[config.mk]
export PLATFORM = sky130hd
export DESIGN_NAME = mfb_ctrl
export DESIGN_NICKNAME = d
export VERILOG_FILES = /design/src/hw/rtl/mfb_pkg.sv /design/src/hw/rtl/mfb_ctrl.sv
export SDC_FILE = /design/constraint.sdc
export NUM_CORES = 1
export LEC_CHECK = 0
export BUFFER_PORTS_ARGS = -buffer_cell sky130_fd_sc_hd__buf_4
export CAP_MARGIN = 20
export CORE_AREA = 2 2 39 41
export CTS_CLUSTER_DIAMETER = 100
export DETAILED_ROUTE_END_ITERATION = 8
export DIE_AREA = 0 0 41 43
export GPL_TIMING_DRIVEN = 0
export PLACE_DENSITY = 0.53
export SETUP_SLACK_MARGIN = 0.05
export SLEW_MARGIN = 5
export SYNTH_ARGS = -nofsm -noshare
export SYNTH_HDL_FRONTEND = slang
export SYNTH_SLANG_ARGS = --single-unit
export TNS_END_PERCENT = 30
[constraint.sdc]
create_clock -name clock -period 1.4 [get_ports clock]
set_input_delay 0.21 -clock clock [delete_from_list [all_inputs] [get_ports clock]]
set_output_delay 0.21 -clock clock [all_outputs]
set_load 0.05 [all_outputs]
[src/hw/rtl/mfb_pkg.sv]
// Shared types and constants of the monochrome framebuffer fill engine.
// Holds request field positions, command codes and the control/status structs.
// No dependencies.
package mfb_pkg;

   localparam int STORE_DEPTH = 4096;
   localparam int ADDR_W      = 12;
   localparam int COORD_W     = 18;

   localparam int REQ_DATA_W  = 80;
   localparam int REQ_USER_W  = 2;
   localparam int RSP_DATA_W  = 8;
   localparam int RSP_USER_W  = 1;

   // Request tdata field positions
   localparam int POS_X_LSB   = 0;
   localparam int POS_Y_LSB   = 16;
   localparam int RECT_W_LSB  = 32;
   localparam int RECT_H_LSB  = 48;
   localparam int INK_BIT     = 64;
   localparam int BADDR_LSB   = 65;

   localparam logic [7:0] BYTE_ONES = 8'hFF;
   localparam logic [2:0] BIT_MAX   = 3'd7;

   localparam logic [1:0] CMD_PIXEL = 2'd0;
   localparam logic [1:0] CMD_FILL  = 2'd1;
   localparam logic [1:0] CMD_READ  = 2'd2;
   localparam logic [1:0] CMD_NONE  = 2'd3;

   typedef struct packed {
      logic clear_step;
      logic load_req;
      logic clip;
      logic setup;
      logic mem_read;
      logic mem_write;
      logic load_rsp;
   } ctrl_cmd_type;

   typedef struct packed {
      logic       clear_last;
      logic [1:0] kind;
      logic       empty;
      logic       last_byte;
      logic       rsp_free;
   } dp_stat_type;

endpackage

[src/hw/rtl/mfb_ctrl.sv]
// Sequencer of the framebuffer fill engine: clearing pass, clip, row/byte walk.
// Depends on mfb_pkg; drives mfb_datapath through ctrl_cmd_type.
module mfb_ctrl
   import mfb_pkg::*;
(
   input  logic         clock,
   input  logic         reset,
   input  logic         req_tvalid,
   output logic         req_ready,
   input  dp_stat_type  stat,
   output ctrl_cmd_type cmd
);

   localparam logic [2:0] S_CLEAR = 3'd0;
   localparam logic [2:0] S_IDLE  = 3'd1;
   localparam logic [2:0] S_CLIP  = 3'd2;
   localparam logic [2:0] S_SETUP = 3'd3;
   localparam logic [2:0] S_READ  = 3'd4;
   localparam logic [2:0] S_WRITE = 3'd5;
   localparam logic [2:0] S_DONE  = 3'd6;

   logic [2:0] state_ff;
   logic [2:0] state_in;

   always_comb begin
      state_in  = state_ff;
      cmd       = '0;
      req_ready = 1'b0;
      unique case (state_ff)
         S_CLEAR: begin
            cmd.clear_step = 1'b1;
            if (stat.clear_last) begin
               state_in = S_IDLE;
            end
         end
         S_IDLE: begin
            req_ready = 1'b1;
            if (req_tvalid) begin
               cmd.load_req = 1'b1;
               state_in     = S_CLIP;
            end
         end
         S_CLIP: begin
            cmd.clip = 1'b1;
            unique case (stat.kind)
               CMD_READ: begin
                  cmd.mem_read = 1'b1;
                  state_in     = S_DONE;
               end
               CMD_NONE: begin
                  state_in = S_DONE;
               end
               default: begin
                  state_in = S_SETUP;
               end
            endcase
         end
         S_SETUP: begin
            cmd.setup = 1'b1;
            state_in  = stat.empty ? S_DONE : S_READ;
         end
         S_READ: begin
            cmd.mem_read = 1'b1;
            state_in     = S_WRITE;
         end
         S_WRITE: begin
            cmd.mem_write = 1'b1;
            state_in      = stat.last_byte ? S_DONE : S_READ;
         end
         S_DONE: begin
            if (stat.rsp_free) begin
               cmd.load_rsp = 1'b1;
               state_in     = S_IDLE;
            end
         end
         default: begin
            state_in = S_IDLE;
         end
      endcase
   end

   always_ff @(posedge clock) begin
      if (reset) begin
         state_ff <= S_CLEAR;
      end else begin
         state_ff <= state_in;
      end
   end

`ifndef SYNTHESIS
   a_write_after_read: assert property (@(posedge clock) disable iff (reset)
      state_ff == S_WRITE |-> $past(state_ff) == S_READ)
      else $error("write step without a preceding read step");

   a_clear_complete: assert property (@(posedge clock) disable iff (reset)
      ($past(state_ff) == S_CLEAR && state_ff != S_CLEAR) |-> $past(stat.clear_last))
      else $error("clearing pass left early");

   a_idle_entry: assert property (@(posedge clock) disable iff (reset)
      (state_ff == S_IDLE && $past(state_ff) != S_IDLE)
         |-> ($past(state_ff) == S_DONE || $past(state_ff) == S_CLEAR))
      else $error("idle entered before the result was handed off");
`endif

endmodule

After elaboration in Yosys (flattened, before gate mapping)
Index checks and enable logic that the tools add are counted.
{"block": "classes", "mux": 18, "reduce_logical": 3, "n_eq_ne": 11}
{"cell": "$pmux W3 S7", "n": 1}
{"cell": "$mux W3", "n": 4}
{"cell": "$mux W1", "n": 10}
{"cell": "$eq A3 B3 Y1 const B", "n": 3}
{"cell": "$eq A3 B2 Y1 const B", "n": 2}
{"cell": "$ne A2 B2 Y1 const B", "n": 3}
{"cell": "$eq A2 B2 Y1 const B", "n": 2}
{"cell": "$mux W2", "n": 2}
{"cell": "$eq A3 B1 Y1 const B", "n": 1}
{"cell": "$logic_not A3 Y1", "n": 1}
{"cell": "$reduce_and A3 Y1", "n": 1}
{"cell": "$pmux W1 S2", "n": 1}
{"cell": "$reduce_or A2 Y1", "n": 1}
{"block": "word_totals", "inputBits": 9, "reg_bits": 3}

Depth between registers and ports, before layout
{"block": "depth", "ltp_word": 4, "depth_mapped": 6}

Worst setup path before layout
Ideal clock, no wire load.
{"block": "synth_path", "path_kind": "flip-flop to output port", "from": "register state_ff[2]", "to": "output cmd[2] (netlist bit)", "stages_incl_launch_ff": 5, "t_required_ps": 1190, "arrival_ps": 1760, "slack_ps": -570, "cell_sequence": "dfxtp_1 > buf_6 > nand2b_1 > or3b_1 > a21oi_1"}
{"item": "from (decl)", "line_no": "mfb_ctrl.sv:22", "text": "logic [2:0] state_ff;"}
{"item": "from (signal assigned)", "line_no": "mfb_ctrl.sv:86", "text": "state_ff <= state_in;"}
{"item": "to (decl)", "line_no": "mfb_ctrl.sv:11", "text": "output ctrl_cmd_type cmd"}

==> metrics.md <==
| Metric | Value |
|---|---|
| Outcome | `finished with violations` |
| Failing checks | `setup timing` |
| Most numerous cell in the Yosys netlist | `nor2_1` |
| Ys flop type | `dfxtp_1` |
| IO buf count | `16` |
| Hold Violations, Final | `0` |
| RSZ-0062 raised after global routing | `yes` |
| Library cells used by synthesis | `24` |
| Yosys warns | `0` |
| Top Registers | `state_ff (3)` |
| Critical path type | `reg2out` |
| Ports | `17` |
| Slew Limit Fails | `0` |
| Ranking of synthesized cells by area | `dfxtp_1 (20%), buf_6 (7.3%), nor2_1 (7.3%)` |
| Required @ worst endpoint | `1.19 ns` |
| Biggest register | `state_ff` |
| Synth area leader | `dfxtp_1` |
| Cell area power density | `660 nW/µm²` |
| Clock skew | `0.00234 ns` |
| Net Switching | `0.115 mW` |
| Antenna Cells | `0` |
| Number of synthesized flops with an enable pin | `0` |
| Area growth, synth to finish | `82.1%` |
| CTS tree | `yes` |
| Cell leakage power | `around 0.24 nW` |
| Row count | `14` |
| Vias per inst | `4.54` |
| Detailed Place HPWL | `slightly below 600 µm` |
| Worst EP arrival | `roughly 1.5 ns` |
| Seq pwr share | `about 25%` |
| Setup slack after layout | `-0.257 ns` |
| Yosys top cell area share | `19.5%` |
| Core ar. | `between 1000 and 1500 µm²` |
| Initial antenna violation count | `0` |
| Clk buf depth | `2` |
| GRT overflow | `0` |
| Reg2Reg Depth | `6` |
| Crit-path max FO | `2` |
| Clock Tree Root | `clkbuf_4` |
| CTS Buf Count | `3` |
| FMAX | `603 MHz` |
| CP Launch Type | `flip-flop` |
| Post-synth ARST share | `0%` |
| Synthesized flop and latch total | `3` |
| Setup crit end kind | `output port` |
| Cells after synthesis | `39` |
| WHS | `0.165 ns` |
| DR pass1 iterations | `2` |
| Syn Nets | `49` |
| CTS clock-pin slew for the worst setup and hold paths | `roughly 0.04 ns` |
| Drt wl/cell | `10.7 µm` |
| Clk network pwr share | `41.1%` |
| Total global-route track usage | `11.1%` |
| Combinational power share | `34.4%` |
| Cell Area, Synth | `slightly above 300 µm²` |
| Maxcap violations | `0` |
| Slew margin rel. | `about three quarters` |
| Switching part of the total power | `between 30% and 40%` |
| Largest net degree at the start of global routing | `11` |
| Starting density of the core | `between 20% and 30%` |
| Max VDD drop | `0.000233 V` |
| RD Place Congestion | `0.725` |
| Global-route wire length before repair | `approximately 1.3 mm` |
| Final min period | `between 1.5 and 2 ns` |
| Mean Syn Cell Area | `7.89 µm²` |
| H-Tree Depth | `1` |
| Setup violators final | `9` |
| Synth top cells by count | `nor2_1 (6), inv_1 (4), dfxtp_1 (3)` |
| Initial DRC Count | `1` |
| Final Cycle Share | `118%` |
| Internal cell power | `0.255 mW` |
| Die Area | `1760 µm²` |
| Sink Count | `3` |
| Hold crit path type | `in2reg` |
| Worst-Skew Late Latency | `0.23 ns` |
| WHS Path Cells | `2` |
| Antenna Nets Post-Route | `0` |
| Die height | `43 µm` |
| Worst Max-Slew Pin Slew | `0.398 ns` |
| Vias in the first global route | `around 320` |
| Drc violations | `0` |
| Seq/Total Area, Yosys | `between 10% and 20%` |
| Final WL | `836 µm` |
| Place WS | `-0.175 ns` |
| Die width | `roughly 41 µm` |
| Max FFs per register | `3` |
| Nets | `73` |
| Vias | `354` |
| Ratio of cells with drive above 1 in the final layout | `61.3%` |
-- worst max-delay path, stage by stage, from the launching register on --
cell and delay (ns):
dfxtp_2 0.32, buf_6 0.11, nand2b_4 0.13, or3b_1 0.36, a21oi_2 0.14, buf_6 0.17
-- kinds of logic after synthesis --
| kind of cell | after synthesis | share of synthesized area [%] |
|---|---|---|
| buf+inv | 7 | 14.6 |
| fa+ha+maj | 1 | 4.06 |
| mux | 1 | 3.25 |
| compound gates | 8 | 18.7 |
| flops | 3 | 19.5 |
| simple gates | 19 | 39.8 |
-- power groups by stage --
| stage | Combinational [mW] | Clock [mW] | Sequential (mW) |
|---|---|---|---|
| finish | 0.127 | 0.152 | 0.0907 |
| global route | 0.137 | 0.160 | 0.0909 |
| CTS | 0.127 | 0.156 | 0.0907 |
| detailed placement | 0.113 | 0 | 0.0919 |
| global placement | 0.112 | 0 | 0.0918 |
| floorplan | 0.0744 | 0 | 0.0918 |
-- stage by stage --
stage               utilization [%]  power (mW)  cells  TNS [ns]  cell area (µm²)
global placement               33.0       0.204     71    -0.353              457
finish                         40.5       0.370     78    -0.862              561
CTS                            39.4       0.374     78    -0.909              546
floorplan                         -       0.166     39     -1.60              317
global route                   40.5       0.388     78     -1.54              561
detailed placement             33.0       0.205     71    -0.344              457
-- cell type report --
type                    count  area (µm²)
flip-flops and latches      3        61.3
multi-input cells          29         235
fillers                   153         823
inverters                   4        15.0
repair buffers             19         169
clock buffers               4        26.3
plain buffers               3        33.8
well taps                  16        20.0
-- cell usage in the layout, fill, tap and decap left out --
master / count
buf_4: 13
buf_6: 8
nor2_1: 5
inv_1: 3
clkbuf_4: 3
nor3_2: 2
o21ai_0: 2
dfxtp_1: 2
nand2b_1: 1
nand2b_4: 1
inv_2: 1
nor3b_4: 1
or3b_1: 1
a21oi_2: 1
and2_2: 1
nor2_2: 1
and3_4: 1
nand3b_1: 1
or3_1: 1
mux2i_2: 1
o2111ai_1: 1
a21oi_1: 1
and4bb_2: 1
nor4_1: 1
o21bai_1: 1
a31oi_1: 1
nand2_1: 1
a2111oi_2: 1
ha_1: 1
clkbuf_1: 1
buf_8: 1
dfxtp_2: 1
-- metal layers --
| layer | global-route usage, % | share of wire [%] |
|---|---|---|
| met4 | 8.00 | 0 |
| met1 | 12.9 | 41 |
| met2 | 16.9 | 54 |
| met5 | 0 | 0 |
| met3 | 2.09 | 4.2 |
-- final timing paths --
path                            slack [ns]   startpoint           to
worst max-delay path                 -0.26  state_ff[2]       cmd[2]
worst min register to register        0.67  state_ff[0]  state_ff[1]
worst max register to register       -0.08  state_ff[2]  state_ff[0]
worst min-delay path                  0.16        reset  state_ff[2]
-- timing repair --
item                       in CTS  in global routing
buffers inserted                3                  0
hold buffers                    0                  0
gates resized for setup        11                  4
pin swaps                       3                  1
setup endpoints to repair       9                 11
Power figures use the tool's default switching activity.
